==> src/sv/rsp_pkg.sv <==
// Shared types and constants for the reservoir sampler slot picker.
// No dependencies; imported by all modules but rsp_div.
package rsp_pkg;

  localparam int unsigned SLOT_COUNT = 1024;
  localparam int unsigned SLOT_AW    = 10;

  localparam logic [63:0] SEED_DEFAULT = 64'h0123_4567_89AB_CDEF;
  localparam logic [63:0] RNG_ZERO_FIX = 64'h9E37_79B9_7F4A_7C15;
  localparam logic [63:0] RNG_MULT     = 64'h2545_F491_4F6C_DD1D;
  localparam logic [47:0] BYTES_MAX    = 48'hFFFF_FFFF_FFFF;

  localparam logic [1:0] REQ_OFFER = 2'd0;
  localparam logic [1:0] REQ_START = 2'd1;
  localparam logic [1:0] REQ_RESET = 2'd2;
  localparam logic [1:0] REQ_NONE  = 2'd3;

  localparam logic [1:0] VERDICT_DROP    = 2'd0;
  localparam logic [1:0] VERDICT_APPEND  = 2'd1;
  localparam logic [1:0] VERDICT_REPLACE = 2'd2;

  localparam logic [1:0] REG_BYTE_BUDGET = 2'd0;
  localparam logic [1:0] REG_SLOT_LIMIT  = 2'd1;
  localparam logic [1:0] REG_WINDOW      = 2'd2;
  localparam logic [1:0] REG_RNG_SEED    = 2'd3;

  typedef struct packed {
    logic [1:0]  req_type;
    logic [31:0] sample_len;
    logic [31:0] now_time;
  } in_item_t;

  typedef struct packed {
    logic [1:0]  verdict;
    logic [9:0]  slot_index;
    logic [10:0] stored_count;
    logic [47:0] bytes_in_use;
    logic        ready_res;
    logic        active;
  } out_item_t;

  typedef struct packed {
    logic [31:0] byte_budget;
    logic [10:0] slot_limit;
    logic [31:0] window_ticks;
  } cfg_t;

  typedef struct packed {
    logic latch;
    logic eval;
    logic mix;
    logic mul0;
    logic mul1;
    logic mul2;
    logic div_start;
    logic div_by_i;
    logic rd;
    logic wr;
    logic fin;
  } ctl_cmd_t;

  typedef struct packed {
    logic go_replace;
    logic need_gate;
    logic gate_ok;
    logic div_done;
    logic out_busy;
  } ctl_sts_t;

endpackage

==> src/sv/rsp_ctrl.sv <==
// Sequencer for the slot picker: evaluate each item; replacements draw, divide, read, write.
// Depends on rsp_pkg for command and status structs.
module rsp_ctrl
  import rsp_pkg::*;
(
  input  logic     clk_i,
  input  logic     rst_ni,
  input  logic     in_valid_i,
  output logic     in_stall_o,
  input  ctl_sts_t sts_i,
  output ctl_cmd_t cmd_o
);

  typedef enum logic [11:0] {
    S_IDLE   = 12'b0000_0000_0001,
    S_EVAL   = 12'b0000_0000_0010,
    S_MIX    = 12'b0000_0000_0100,
    S_MUL0   = 12'b0000_0000_1000,
    S_MUL1   = 12'b0000_0001_0000,
    S_MUL2   = 12'b0000_0010_0000,
    S_DSTART = 12'b0000_0100_0000,
    S_DWAIT  = 12'b0000_1000_0000,
    S_GATE   = 12'b0001_0000_0000,
    S_RD     = 12'b0010_0000_0000,
    S_WR     = 12'b0100_0000_0000,
    S_FIN    = 12'b1000_0000_0000
  } state_e;

  state_e state_q, state_d;
  logic   pass_q, pass_d;   // 0: gate draw, 1: slot draw

  always_comb begin
    state_d = state_q;
    pass_d  = pass_q;
    cmd_o   = '0;
    case (state_q)
      S_IDLE: begin
        if (in_valid_i) begin
          cmd_o.latch = 1'b1;
          state_d     = S_EVAL;
        end
      end
      S_EVAL: begin
        cmd_o.eval = 1'b1;
        if (sts_i.go_replace) begin
          pass_d  = !sts_i.need_gate;
          state_d = S_MIX;
        end else begin
          state_d = S_FIN;
        end
      end
      S_MIX: begin
        cmd_o.mix = 1'b1;
        state_d   = S_MUL0;
      end
      S_MUL0: begin
        cmd_o.mul0 = 1'b1;
        state_d    = S_MUL1;
      end
      S_MUL1: begin
        cmd_o.mul1 = 1'b1;
        state_d    = S_MUL2;
      end
      S_MUL2: begin
        cmd_o.mul2 = 1'b1;
        state_d    = S_DSTART;
      end
      S_DSTART: begin
        cmd_o.div_start = 1'b1;
        cmd_o.div_by_i  = !pass_q;
        state_d         = S_DWAIT;
      end
      S_DWAIT: begin
        if (sts_i.div_done) begin
          state_d = pass_q ? S_RD : S_GATE;
        end
      end
      S_GATE: begin
        if (sts_i.gate_ok) begin
          pass_d  = 1'b1;
          state_d = S_MIX;
        end else begin
          state_d = S_FIN;
        end
      end
      S_RD: begin
        cmd_o.rd = 1'b1;
        state_d  = S_WR;
      end
      S_WR: begin
        cmd_o.wr = 1'b1;
        state_d  = S_FIN;
      end
      S_FIN: begin
        // hold until the output register is free
        if (!sts_i.out_busy) begin
          cmd_o.fin = 1'b1;
          state_d   = S_IDLE;
        end
      end
      default: state_d = S_IDLE;
    endcase
  end

  always_ff @(posedge clk_i or negedge rst_ni) begin
    if (!rst_ni) begin
      state_q <= S_IDLE;
      pass_q  <= 1'b0;
    end else begin
      state_q <= state_d;
      pass_q  <= pass_d;
    end
  end

  assign in_stall_o = (state_q != S_IDLE);

endmodule

==> config.mk <==
export PLATFORM = sky130hd
export DESIGN_NAME = rsp_ctrl
export DESIGN_NICKNAME = d
export VERILOG_FILES = /design/src/sv/rsp_pkg.sv /design/src/sv/rsp_ctrl.sv
export SDC_FILE = /design/constraint.sdc
export NUM_CORES = 1
export LEC_CHECK = 0
export ABC_AREA = 1
export BUFFER_PORTS_ARGS = -buffer_cell sky130_fd_sc_hd__buf_2
export CAP_MARGIN = 20
export CORE_MARGIN = 2
export CORE_UTILIZATION = 55
export DETAILED_ROUTE_END_ITERATION = 8
export PLACE_DENSITY = 0.81
export SLEW_MARGIN = 10
export SYNTH_ARGS = -nofsm -noshare
export SYNTH_HDL_FRONTEND = slang
export SYNTH_SLANG_ARGS = --single-unit
==> constraint.sdc <==
create_clock -name clk_i -period 2 [get_ports clk_i]
set_input_delay 0.1 -clock clk_i [delete_from_list [all_inputs] [get_ports clk_i]]
set_output_delay 0.1 -clock clk_i [all_outputs]
set_load 0.03 [all_outputs]
==> results of run 1 <==
## power groups by stage
stage,Clock [mW],Combinational [mW],Sequential [mW]
after CTS,0.171,0.464,0.339
after global placement,0,0.450,0.343
after global routing,0.179,0.518,0.346
after detailed placement,0,0.459,0.345
after floorplan,0,0.365,0.339
final,0.171,0.465,0.340
## worst max-delay path: cells and delay by family (launching register included)
| family | cells | cell delay (ps) |
|---|---|---|
| AND/OR/NAND/NOR | 4 | 560 |
| flip-flops | 1 | 420 |
| buffers and inverters | 2 | 330 |
## registers in the layout (all words and copies together), names as in the netlist
name     flops
pass_q       1
state_q     12
## final cells by class
cell class,count,area share
multi-input cells,81,0.4025
flip-flops and latches,13,0.3283
inverters,31,0.1170
repair buffers,20,0.1057
clock buffers,4,0.02642
well taps,16,0.02013
## what timing repair did
item / CTS / global route
hold buffers: 1 / 0
setup buffers: 0 / 0
endpoints found under the hold margin: 13 / 0
## layer usage
| layer | vias to the layer above | wire, µm | GRT usage |
|---|---|---|---|
| met3 | 2 | 84 | 0.02553 |
| met1 | 361 | 761 | 0.2527 |
| met5 | - | 0 | 0 |
| li1 | 423 | - | - |
| met4 | 0 | 27 | 0.1091 |
| met2 | 25 | 930 | 0.3910 |
## layout by cell type, fill, tap and decap left out
master and n:
buf_2 19, clkbuf_1 1, clkbuf_4 3, dfrtp_1 12, dfstp_2 1, dlygate4sd3_1 1
inv_1 31, nand2_1 27, nand2_2 5, nand3_1 4, nand4_1 1, nor2_1 17
nor2_2 6, nor2_4 2, nor3_1 13, nor4_1 1, o2111ai_1 1, o21ai_0 2
o21ai_2 1, o21bai_4 1
## path summary, 6_finish.rpt
kind	cells past startpoint	slack, ps	from	endpoint
worst max-delay path	6	310	state_q[8]	cmd_o[5]
worst min-delay path	4	50	in_valid_i	state_q[0]
worst max register to register	8	590	state_q[8]	state_q[8]
worst min register to register	1	460	pass_q	state_q[8]
max in group asynchronous	2	1500	rst_ni	state_q[0]
min in group asynchronous	2	220	rst_ni	state_q[8]
## kinds of logic after synthesis
family | Yosys count
DFF | 13
AOI/OAI and AO/OA | 5
buffers and inverters | 31
and+or+nand+nor | 76
## metrics by stage
step                      setup WS, ps  std cells  total power, mW  hold slack [ps]
after global routing             146.6        165            1.043            68.85
after global placement           666.9        160           0.7929            1.223
after detailed placement         628.4        160           0.8036            4.839
final                            310.8        165           0.9766            49.53
after floorplan                  278.9        125           0.7042           -195.6
after CTS                        312.8        165           0.9739            43.49
==> results.toml, run 1 <==
[sta]
timing.fmax_mhz = 592.0
skew_ps = 4.553
period_needed_ps = 1689
tns_ps = 0
hold_viol = 0
maxSlewHeadroom = 0.8023
setup-violations-final = 0
rsz0062_at_grt = "no"
final.period_utilization = 0.8446
slew_viol_final = 0
worst_slew_pin_slew_ps = 296.6

[setup_path]
worst_path_most_repeated_cell = "nor2_2"
cp_cell_sequence = "nor2_2 > nand2_2 > nor2_2 > inv_1 > nor3_1 > buf_2"
critPathKind = "reg2out"
worst_setup_path_end_kind = "primary output"
cp-start-kind = "register"
crit_path_top_delay_cell = "dfrtp_1"
critPathMaxStageDelay_ps = 420
cp_max_fo = 5
worstPathArrival_ps = 1590
crit_required_ps = 1900

[cts]
cts_inserted_buffers = 3
tritoncts = "done"
cts_htree_levels = 1
clk_pin_slew_ps = 80
cts_sinks = 13
root_buffer = "clkbuf_4"
insertion_delay_ps = 290
cts.path.max_buffers = 2
cts_resized = 0

[synth]
synth.most_common_cell = "inv_1"
synth_compound_area_frac = 0.05490
synthTopCellsByArea = "dfrtp_1, inv_1, nand2_1"
syn-num-nets = 133
ys_types = 16
syn_inst = 125
ys_top_cells_by_count = "inv_1, nand2_1, nor2_1"
synth_area_um2 = 843.3
synth_top_area_frac = 0.3561
synthFlopType = "dfrtp_1"
synth-edff-count = 0
synth-simple-area-share = 0.4199
ys_async_sr_fraction = 1.000
ys_seq_area_frac = 0.3872
synthAdderAreaFrac = 0
yosys.area.top_type = "dfrtp_1"
synth_xor_area_frac = 0
synth_top_family_by_area = "simple AND/OR/NAND/NOR gates"
synthMuxAreaShare = 0
synth_warnings = 0
ys_seq_elements = 13
syn_area_per_cell_um2 = 6.746

[global_routing]
antenna_found_initial = 0
grt_pass1_vias = 746
grt_max_degree = 14
groute.usage.overall = 0.2190
grt_pass1_wl_um = 2967
grt_overflow_total = 0

[final_layout]
n_fill_cell = 139
final_util = 0.6760
antennaDiodeCount = 0
finalInstanceArea_um2 = 994.7
drive_gt1_frac = 0.2550
multi_input_area_um2 = 400.4
seqCellArea_um2 = 326.6
syn2layout_area_growth_pct = 17.95
final_nets = 158

[floorplan]
io_pins = 20
die_h_um = 43.16
initial_core_util = 0.5731
num_rows = 14
die_area_um2 = 1862
dieWidth_um = 43.16
core_area_um2 = 1471

[pwr]
comb_power_share = 0.477
p_sw_mw = 0.4465
clockPowerShare = 0.175
switching_share = 0.4572
pwr-share-seq = 0.348
leakagePower_nw = 0.6142
p_int_mw = 0.5301
cellPowerDensity_nw_per_um2 = 981.8
vdd_ir_drop_max_uv = 836.3

[flow_run]
cap_violations = 0

[route]
dr.pass1.iters = 5
viasPerCell = 4.915
drt_iter0_markers = 18
vias = 811
route.detailed.drc = 0
wl_per_cell_um = 10.93
totalWireLength_um = 1803
postRouteAntennaNets = 0

[hold_path]
hold_path.class = "in2reg"

[place]
dp_hpwl_um = 1420
globalplace.congestion = 0.8333
portBuffers = 19
place_area_um2 = 958.4

[status]
status = "finished, final reports clean"
Power figures use the tool's default switching activity.
==> run 2, diff against run 1 <==
--- a/config.mk
+++ b/config.mk
@@ -9,9 +9,9 @@
 export BUFFER_PORTS_ARGS = -buffer_cell sky130_fd_sc_hd__buf_2
 export CAP_MARGIN = 20
 export CORE_MARGIN = 2
-export CORE_UTILIZATION = 55
+export CORE_UTILIZATION = 46
 export DETAILED_ROUTE_END_ITERATION = 8
-export PLACE_DENSITY = 0.81
+export PLACE_DENSITY = 0.72
 export SLEW_MARGIN = 10
 export SYNTH_ARGS = -nofsm -noshare
 export SYNTH_HDL_FRONTEND = slang
==> constraint.sdc (replaced) <==
create_clock -name clk_i -period 1.5 [get_ports clk_i]
set_input_delay 0.075 -clock clk_i [delete_from_list [all_inputs] [get_ports clk_i]]
set_output_delay 0.075 -clock clk_i [all_outputs]
set_load 0.03 [all_outputs]
==> run 2 against run 1 <==
Effect of this change: the flow now finishes with violations (negative setup slack); final cell count is 15% higher; clock-buffer cell count is 1 lower; largest cell class unchanged; sequential power is 33% higher.
==> results.toml, run 2 (synthesized netlist as in run 1, its figures left out) <==
[route]
m1WireLength_um = 896
viasPerCell = 4.874
drt_iter0_markers = 16
dr.pass1.iters = 4
totalWireLength_um = 2272
vias = 926
highest_layer = "met4"
wl_per_cell_um = 11.96
postRouteAntennaNets = 0
wl_met2_um = 1193
met3_wirelength_um = 132
route.detailed.drc = 0

[pwr]
cellPowerDensity_nw_per_um2 = 1369
pwr-share-seq = 0.259
comb_power_share = 0.616
leakagePower_nw = 0.7119
p_sw_mw = 0.7735
switching_share = 0.4424
vdd_ir_drop_max_uv = 1690
p_int_mw = 0.9749
power_mw = 1.748
clockPowerShare = 0.125

[setup_path]
crit_required_ps = 1420
cp_max_fo = 4
critPathKind = "reg2out"
worst_setup_path_end_kind = "primary output"
cp-start-kind = "register"
cp_cell_sequence = "nor2_2 > nand2_2 > nor2_4 > inv_2 > nor3_2 > buf_4"
crit_path_top_delay_cell = "dfrtp_1"
critPathMaxStageDelay_ps = 410
worstPathArrival_ps = 1540

[global_routing]
grt_max_degree = 14
antenna_found_initial = 0
grt_pass1_wl_um = 3256
groute.usage.overall = 0.2172
grt_pass1_vias = 830
grt_overflow_total = 0

[cts]
tritoncts = "done"
cts_sinks = 13
insertion_delay_ps = 280
cts_htree_levels = 1
clk_pin_slew_ps = 80
cts.path.max_buffers = 2
cts_inserted_buffers = 3
root_buffer = "clkbuf_4"

[floorplan]
io_pins = 20
num_rows = 15
die_h_um = 46.82
core_area_um2 = 1727
initial_core_util = 0.4884
die_area_um2 = 2192
dieWidth_um = 46.82

[final_layout]
antennaDiodeCount = 0
top_regs = "state_q: 12 flops, pass_q: 1 flops"
final_util = 0.7399
regMostFlops = "state_q"
final_nets = 174
stdcell_count = 190
syn2layout_area_growth_pct = 51.48
final_cell_mix = "inv_1, nand2_1, buf_4"
drive_gt1_frac = 0.4727
largest_register_ffs = 12

[place]
place_inst = 170
globalplace.congestion = 0.7996
portBuffers = 19
dp_hpwl_um = 1406

[sta]
hold_viol = 0
worst_slew_pin_slew_ps = 298.5
rsz0062_at_grt = "yes"
period_needed_ps = 1615
fin_ws_ps = -114.7
maxSlewHeadroom = 0.8010
whs_ps = 41.94
timing.fmax_mhz = 619.3
final.period_utilization = 1.076
slew_viol_final = 0
skew_ps = 5.603
setup-violations-final = 13

[hold_path]
hold_path.class = "in2reg"

[status]
status = "complete, but fails checks"
violations = "negative setup slack"

[flow_run]
cap_violations = 0
## run 2: metrics by stage
step,worst slack [ps],area (µm²),TNS (ps)
2_1_floorplan,-86.85,859.6,-173.7
3_3_place_gp,147.5,993.5,0
3_5_place_dp,126.6,993.5,0
4_1_cts,-32.49,1161,-136.3
5_1_grt,-184.8,1277,-2005
6_report,-114.7,1277,-911.3
## run 2: repair_timing
item | CTS | global route
hold buffers | 1 | 0
buffers inserted | 10 | 5
gates cloned | 0 | 0
resized for setup | 21 | 23
endpoints found under the setup margin | 11 | 16
pin swaps | 5 | 8
endpoints found under the hold margin | 13 | 0
## run 2: critical path: cells and delay by family (launching register included)
| kind | cells | cell delay, ps |
|---|---|---|
| flops | 1 | 410 |
| simple gates | 4 | 590 |
| buf+inv | 2 | 260 |
## run 2: path summary, 6_finish.rpt
| check | slack [ps] | start | cells past startpoint | endpoint |
|---|---|---|---|---|
| min in group asynchronous | 210 | rst_ni | 2 | state_q[3] |
| hold / removal | 40 | sts_i[4] | 2 | state_q[11] |
| hold reg to reg | 480 | pass_q | 1 | state_q[8] |
| max in group asynchronous | 1020 | rst_ni | 2 | state_q[0] |
| setup reg to reg | -90 | state_q[9] | 10 | state_q[8] |
| setup / recovery | -110 | state_q[9] | 6 | cmd_o[8] |
## run 2: routing by layer
metal  global-route usage  up-vias
li1                     -      457
met3              0.06923        6
met4              0.08333        0
met1               0.2354      429
met2               0.3918       34
met5                    0        -
## run 2: cell type report
class | instances | area, µm²
clock buffers | 3 | 22.52
fillers | 135 | 449.2
inverters | 31 | 116.4
clock inverters | 1 | 5.005
multi-input cells | 81 | 485.5
well taps | 25 | 31.28
flip-flops and latches | 13 | 326.6
repair buffers | 36 | 290.3
## run 2: power groups by stage
stage	clock network, mW	logic, mW	registers (mW)
after floorplan	0	0.501	0.452
after global placement	0	0.643	0.459
after detailed placement	0	0.660	0.461
after CTS	0.228	0.805	0.451
after global routing	0.245	1.16	0.458
final	0.218	1.08	0.453
